<file path="config.mk">
export PLATFORM = sky130hd
export DESIGN_NAME = gta_eval
export DESIGN_NICKNAME = d
export VERILOG_FILES = /design/src/rtl/gta_pkg.sv /design/src/rtl/gta_eval.sv
export SDC_FILE = /design/constraint.sdc
export NUM_CORES = 2
export LEC_CHECK = 0
export BUFFER_PORTS_ARGS = -buffer_cell sky130_fd_sc_hd__buf_2
export CAP_MARGIN = 30
export CORE_MARGIN = 4
export CORE_UTILIZATION = 45
export DETAILED_ROUTE_END_ITERATION = 7
export PLACE_DENSITY = 0.73
export SYNTH_ARGS = -nofsm -noshare
export SYNTH_HDL_FRONTEND = slang
export SYNTH_SLANG_ARGS = --single-unit
</file>
<file path="constraint.sdc">
create_clock -name clk_i -period 7.18 [get_ports clk_i]
set_clock_uncertainty 0.05 [all_clocks]
set_input_delay 1.436 -clock clk_i [delete_from_list [all_inputs] [get_ports clk_i]]
set_output_delay 1.436 -clock clk_i [all_outputs]
set_load 0.05 [all_outputs]
</file>
<file path="src/rtl/gta_pkg.sv">
package gta_pkg;

  localparam int unsigned MAX_TRACKS_DEF  = 64;
  localparam int unsigned COORD_BITS_DEF  = 24;
  localparam int unsigned GATE_BITS       = 23;
  localparam int unsigned CLASS_BITS      = 8;
  localparam int unsigned INDEX_BITS      = 6;
  localparam logic [GATE_BITS-1:0] GATE_RESET = 23'd1280;

  // per-cell control of the track ring
  typedef struct packed {
    logic shift;      // take the neighbor's record
    logic load;       // write the committed record
    logic clr_match;  // new frame starts
  } cell_ctrl_t;

endpackage

</file>
<file path="src/rtl/gta_eval.sv">
module gta_eval #(
  parameter int unsigned COORD_BITS = gta_pkg::COORD_BITS_DEF,
  parameter int unsigned IDX_W      = gta_pkg::INDEX_BITS
) (
  input  logic                              clk_i,
  input  logic                              rst_ni,
  input  logic                              start_i,
  input  logic                              issue_i,
  input  logic [IDX_W-1:0]                  idx_i,
  input  logic [COORD_BITS-1:0]             trk_x_i,
  input  logic [COORD_BITS-1:0]             trk_y_i,
  input  logic [gta_pkg::CLASS_BITS-1:0]    trk_class_i,
  input  logic                              trk_match_i,
  input  logic [COORD_BITS-1:0]             det_x_i,
  input  logic [COORD_BITS-1:0]             det_y_i,
  input  logic [gta_pkg::CLASS_BITS-1:0]    det_class_i,
  input  logic [gta_pkg::GATE_BITS-1:0]     gate_i,
  input  logic [2*gta_pkg::GATE_BITS-1:0]   gate_sq_i,
  output logic                              busy_o,
  output logic                              found_o,
  output logic [IDX_W-1:0]                  found_idx_o,
  output logic [COORD_BITS-1:0]             avg_x_o,
  output logic [COORD_BITS-1:0]             avg_y_o
);

  localparam int unsigned GB = gta_pkg::GATE_BITS;
  localparam int unsigned DW = (COORD_BITS + 1 > GB) ? COORD_BITS + 1 : GB;

  // stage a: class and flag check, absolute differences, midpoint
  logic signed [COORD_BITS:0] diff_x, diff_y, sum_x, sum_y;
  logic [COORD_BITS:0]        abs_x, abs_y;
  logic                       ok_a;

  logic                  va_q, vb_q;
  logic [IDX_W-1:0]      idx_a_q, idx_b_q;
  logic [COORD_BITS:0]   dx_a_q, dy_a_q;
  logic [COORD_BITS-1:0] mx_a_q, my_a_q, mx_b_q, my_b_q;
  logic [2*GB-1:0]       sqx_b_q, sqy_b_q;

  logic [DW-1:0] dx_ext, dy_ext, gate_ext;
  logic          near;
  logic [2*GB:0] dist_sq;

  logic                  found_q;
  logic [IDX_W-1:0]      found_idx_q;
  logic [COORD_BITS-1:0] avg_x_q, avg_y_q;

  always_comb begin
    diff_x = $signed({det_x_i[COORD_BITS-1], det_x_i}) - $signed({trk_x_i[COORD_BITS-1], trk_x_i});
    diff_y = $signed({det_y_i[COORD_BITS-1], det_y_i}) - $signed({trk_y_i[COORD_BITS-1], trk_y_i});
    abs_x  = diff_x[COORD_BITS] ? $unsigned(-diff_x) : $unsigned(diff_x);
    abs_y  = diff_y[COORD_BITS] ? $unsigned(-diff_y) : $unsigned(diff_y);
    sum_x  = $signed({det_x_i[COORD_BITS-1], det_x_i}) + $signed({trk_x_i[COORD_BITS-1], trk_x_i});
    sum_y  = $signed({det_y_i[COORD_BITS-1], det_y_i}) + $signed({trk_y_i[COORD_BITS-1], trk_y_i});
    ok_a   = issue_i && !trk_match_i && (trk_class_i == det_class_i);
  end

  // stage b: per-axis gate and squares
  always_comb begin
    dx_ext   = DW'(dx_a_q);
    dy_ext   = DW'(dy_a_q);
    gate_ext = DW'(gate_i);
    near     = (dx_ext < gate_ext) && (dy_ext < gate_ext);
  end

  // stage c: radial gate
  assign dist_sq = {1'b0, sqx_b_q} + {1'b0, sqy_b_q};

  always_ff @(posedge clk_i or negedge rst_ni) begin
    if (!rst_ni) begin
      va_q    <= 1'b0;
      vb_q    <= 1'b0;
      found_q <= 1'b0;
    end else begin
      va_q <= ok_a;
      vb_q <= va_q && near;
      if (start_i) begin
        found_q <= 1'b0;
      end else if (vb_q && !found_q && (dist_sq < {1'b0, gate_sq_i})) begin
        found_q <= 1'b1;
      end
    end
  end

  always_ff @(posedge clk_i) begin
    idx_a_q <= idx_i;
    dx_a_q  <= abs_x;
    dy_a_q  <= abs_y;
    mx_a_q  <= sum_x[COORD_BITS:1];
    my_a_q  <= sum_y[COORD_BITS:1];
    idx_b_q <= idx_a_q;
    mx_b_q  <= mx_a_q;
    my_b_q  <= my_a_q;
    sqx_b_q <= dx_ext[GB-1:0] * dx_ext[GB-1:0];
    sqy_b_q <= dy_ext[GB-1:0] * dy_ext[GB-1:0];
    if (!start_i && vb_q && !found_q && (dist_sq < {1'b0, gate_sq_i})) begin
      found_idx_q <= idx_b_q;
      avg_x_q     <= mx_b_q;
      avg_y_q     <= my_b_q;
    end
  end

  assign busy_o      = va_q || vb_q;
  assign found_o     = found_q;
  assign found_idx_o = found_idx_q;
  assign avg_x_o     = avg_x_q;
  assign avg_y_o     = avg_y_q;

endmodule

</file>
==> results.toml <==
[status]
outcome = "complete, no violations"

[setup_path]
worstPathMaxFanout = 24
cpPeakStageDelay_ns = 0.54
critical_path_arrival_ns = 7.39
cp_num_buf_inv = 5
reg2reg_depth = 25
cp-end-kind = "register"
crit_path_frequent_cell = "fa_1"
worstSetupPathType = "reg -> reg"
ff2ff_setup_slack_ns = 0.26
r2r_end = "sqy_b_q[45]"
cp-start-kind = "register"
crit_family = "adder cells"
crit_required_ns = 7.65
r2r-start = "dy_a_q[11]"
crit_slowest_cell = "fa_1"

[floorplanning]
start_util_pct = 45.43
fp-row-count = 117
die_y_um = 328.7
dieArea_sq_mm = 0.1081
coreArea_sq_mm = 0.1019
fp.dieW_um = 328.7
ioPinCount = 248

[sta]
clock.fmax_mhz = 144.5
relSlewSlack_pct = 40.75
period_needed_ns = 6.920
setup_viol = 0
slew_viol_final = 0
fin_crit_sh_pct = 96.38
worst_pin_slew_ns = 0.8764
hold_violations = 0
hold_ws_ns = 0.2755

[cts]
path_clk_slew_ns = 0.06
cts_tree = "yes"
cts_made_buffers = 36
htreeDepth = 2
insertion_delay_ns = 0.61
cts_root_buffer = "clkbuf_16"
clockBufferDepth = 3
clock_sinks = 305
hold_buffers = 0

[finish]
final_util_pct = 51.08
regArea_sq_mm = 0.006698
area_growth_pct = 12.43
instances_no_fill = 6712
nets = 6847
multiInputGateArea_sq_mm = 0.03484
drive_above_1_share_pct = 11.39
fill_cells = 9329

[grt]
grt_first_pass_wirelength_mm = 187.3
antenna_found_initial = 23
grt_max_degree = 33
grt_pass1_vias = 37219
overflow = 0
grt.total_usage_pct = 21.50

[drt]
wire_per_inst_um = 17.11
ant_nets = 0
wl_met3_mm = 8.831
vias = 34426
drt-total-wl_mm = 114.8
dr_wl_met2_mm = 54.17
topRoutingLayerUsed = "met5"
wl_met1_mm = 47.79
via_per_inst = 5.129
drt_iter0_drc = 1876
drcViolationCount = 0
drt_pass1_iterations = 5

[synth]
ys_types = 79
async_flop_share_pct = 0.9836
synthesis.area_sq_mm = 0.04629
synth_nets = 6501
synth-seq-cells = 305
synth_area_leaders = "fa_1 (33%), ha_1 (16%), dfxtp_1 (11%)"
synth_top_area_share_pct = 33.47
ys_seq_area_share_pct = 14.39
ys_warn_count = 0
synth.most_common_cell = "inv_1"
syn_area_per_cell_sq_um = 9.340
synth_edf_count = 54
synth_area_leader_cell = "fa_1"
ys_top_cells_by_count = "inv_1 (1177), fa_1 (774), ha_1 (579)"
syn_inst = 4956
synth_ff_type = "dfxtp_1"

[place]
dp_hpwl_mm = 98.41
post-place-cells = 6624
io_buffers = 247
gp_congestion = 0.9215

[hold_path]
whs_endpoint = "mx_b_q[8]"
min_from = "mx_a_q[8]"
hold_class = "reg -> reg"
min_delay_path_depth = 0

[flow_run]
drv_cap = 0
==> metrics by stage <==
stage	cell area, sq um	worst slack (ns)	TNS [ns]
after global routing	52010	-0.04560	-0.08072
after floorplan	46290	0.007236	0
after global placement	50420	0.03744	0
after detailed placement	50430	-0.06174	-0.1047
final	52040	0.2601	0
after CTS	51680	0.01844	0
==> flip-flops by register name, indices dropped and copies added, names as in the netlist <==
name and count:
sqy_b_q 45, va_q 1, idx_a_q 6, avg_y_o 24, avg_x_o 24, dy_a_q 25
mx_a_q 24, idx_b_q 6, my_a_q 24, my_b_q 24, dx_a_q 25, mx_b_q 24
found_idx_o 6, found_o 1, vb_q 1, sqx_b_q 45
==> layout by cell type (no fill, tap or decap), types with 6 or more instances in the layout <==
master	synthesis	final
inv_1	1177	1176
fa_1	774	769
ha_1	579	579
nand2_1	345	345
buf_2	7	248
dfxtp_1	248	227
and2_1	215	213
a21oi_1	218	212
xnor2_1	189	189
nor2_1	179	178
buf_4	0	168
a21o_1	122	122
o21ai_0	110	101
xor2_1	86	86
edfxtp_1	54	54
nor3_1	47	45
nor2b_1	44	44
nand2b_1	42	42
nand4_1	39	39
clkbuf_16	0	38
o21bai_1	32	32
nand3_1	29	29
a31oi_1	30	28
o21a_1	26	26
buf_12	0	22
a211oi_1	21	19
o211ai_1	17	17
dfxtp_2	0	17
diode_2	0	14
or2_2	14	14
a31o_2	12	12
and3_1	13	12
or3_1	11	11
o31ai_1	12	11
a211o_1	9	9
o31a_1	9	9
o21ai_1	1	8
nor4_1	10	8
buf_6	0	8
a21oi_2	0	6
==> worst max-delay path by stage <==
stage / startpoint / to / cells after the start
2_1_floorplan: dx_a_q[6] / sqx_b_q[43] / 27
3_3_place_gp: dx_a_q[20] / sqx_b_q[45] / 25
3_5_place_dp: dx_a_q[16] / sqx_b_q[45] / 24
4_1_cts: dy_a_q[16] / sqy_b_q[44] / 22
5_1_grt: dx_a_q[5] / sqx_b_q[44] / 29
6_report: dy_a_q[11] / sqy_b_q[45] / 25
==> metal layers <==
metal	global-route usage, %	up-vias
met5	0	-
met2	36.43	1036
met1	27.73	16967
met3	4.453	250
li1	-	16155
met4	6.531	18
==> logic make-up after synthesis <==
group / Yosys count / synth area share [%]
compound gates: 689 / 9.699
xor+xnor: 275 / 5.203
fa+ha+maj: 1353 / 49.13
buf+inv: 1319 / 10.71
flops: 305 / 14.39
mux: 5 / 0.1189
simple gates: 1010 / 10.75
==> layout make-up <==
cell class                      count  area share [%]
Tap cell                         1368           3.289
Multi-Input combinational cell   3332           66.95
Clock inverter                     24          0.5578
Clock buffer                       42           1.813
Sequential cell                   305           12.87
Timing Repair Buffer              449           5.953
Inverter                         1178           8.496
Antenna cell                       14         0.06732
==> worst reg2reg max path: cells and delay by family (launching register included) <==
kind / cells / cell delay [ns]
AO/OA/AOI/OAI: 9 / 1.70
XOR/XNOR: 1 / 0.13
buffers and inverters: 5 / 0.41
adder cells (fa/ha/maj): 8 / 3.77
flip-flops: 1 / 0.35
AND/OR/NAND/NOR: 2 / 0.43
==> timing repair <==
action / in CTS / in global routing
pin swaps: 0 / 15
resized for setup: 6 / 74
gates cloned: 0 / 2
setup buffers: 0 / 6
setup endpoints to repair: 3 / 25
Power is not shown: default switching activity piles up to over one toggle a cycle in this logic, so the estimate is an artifact.
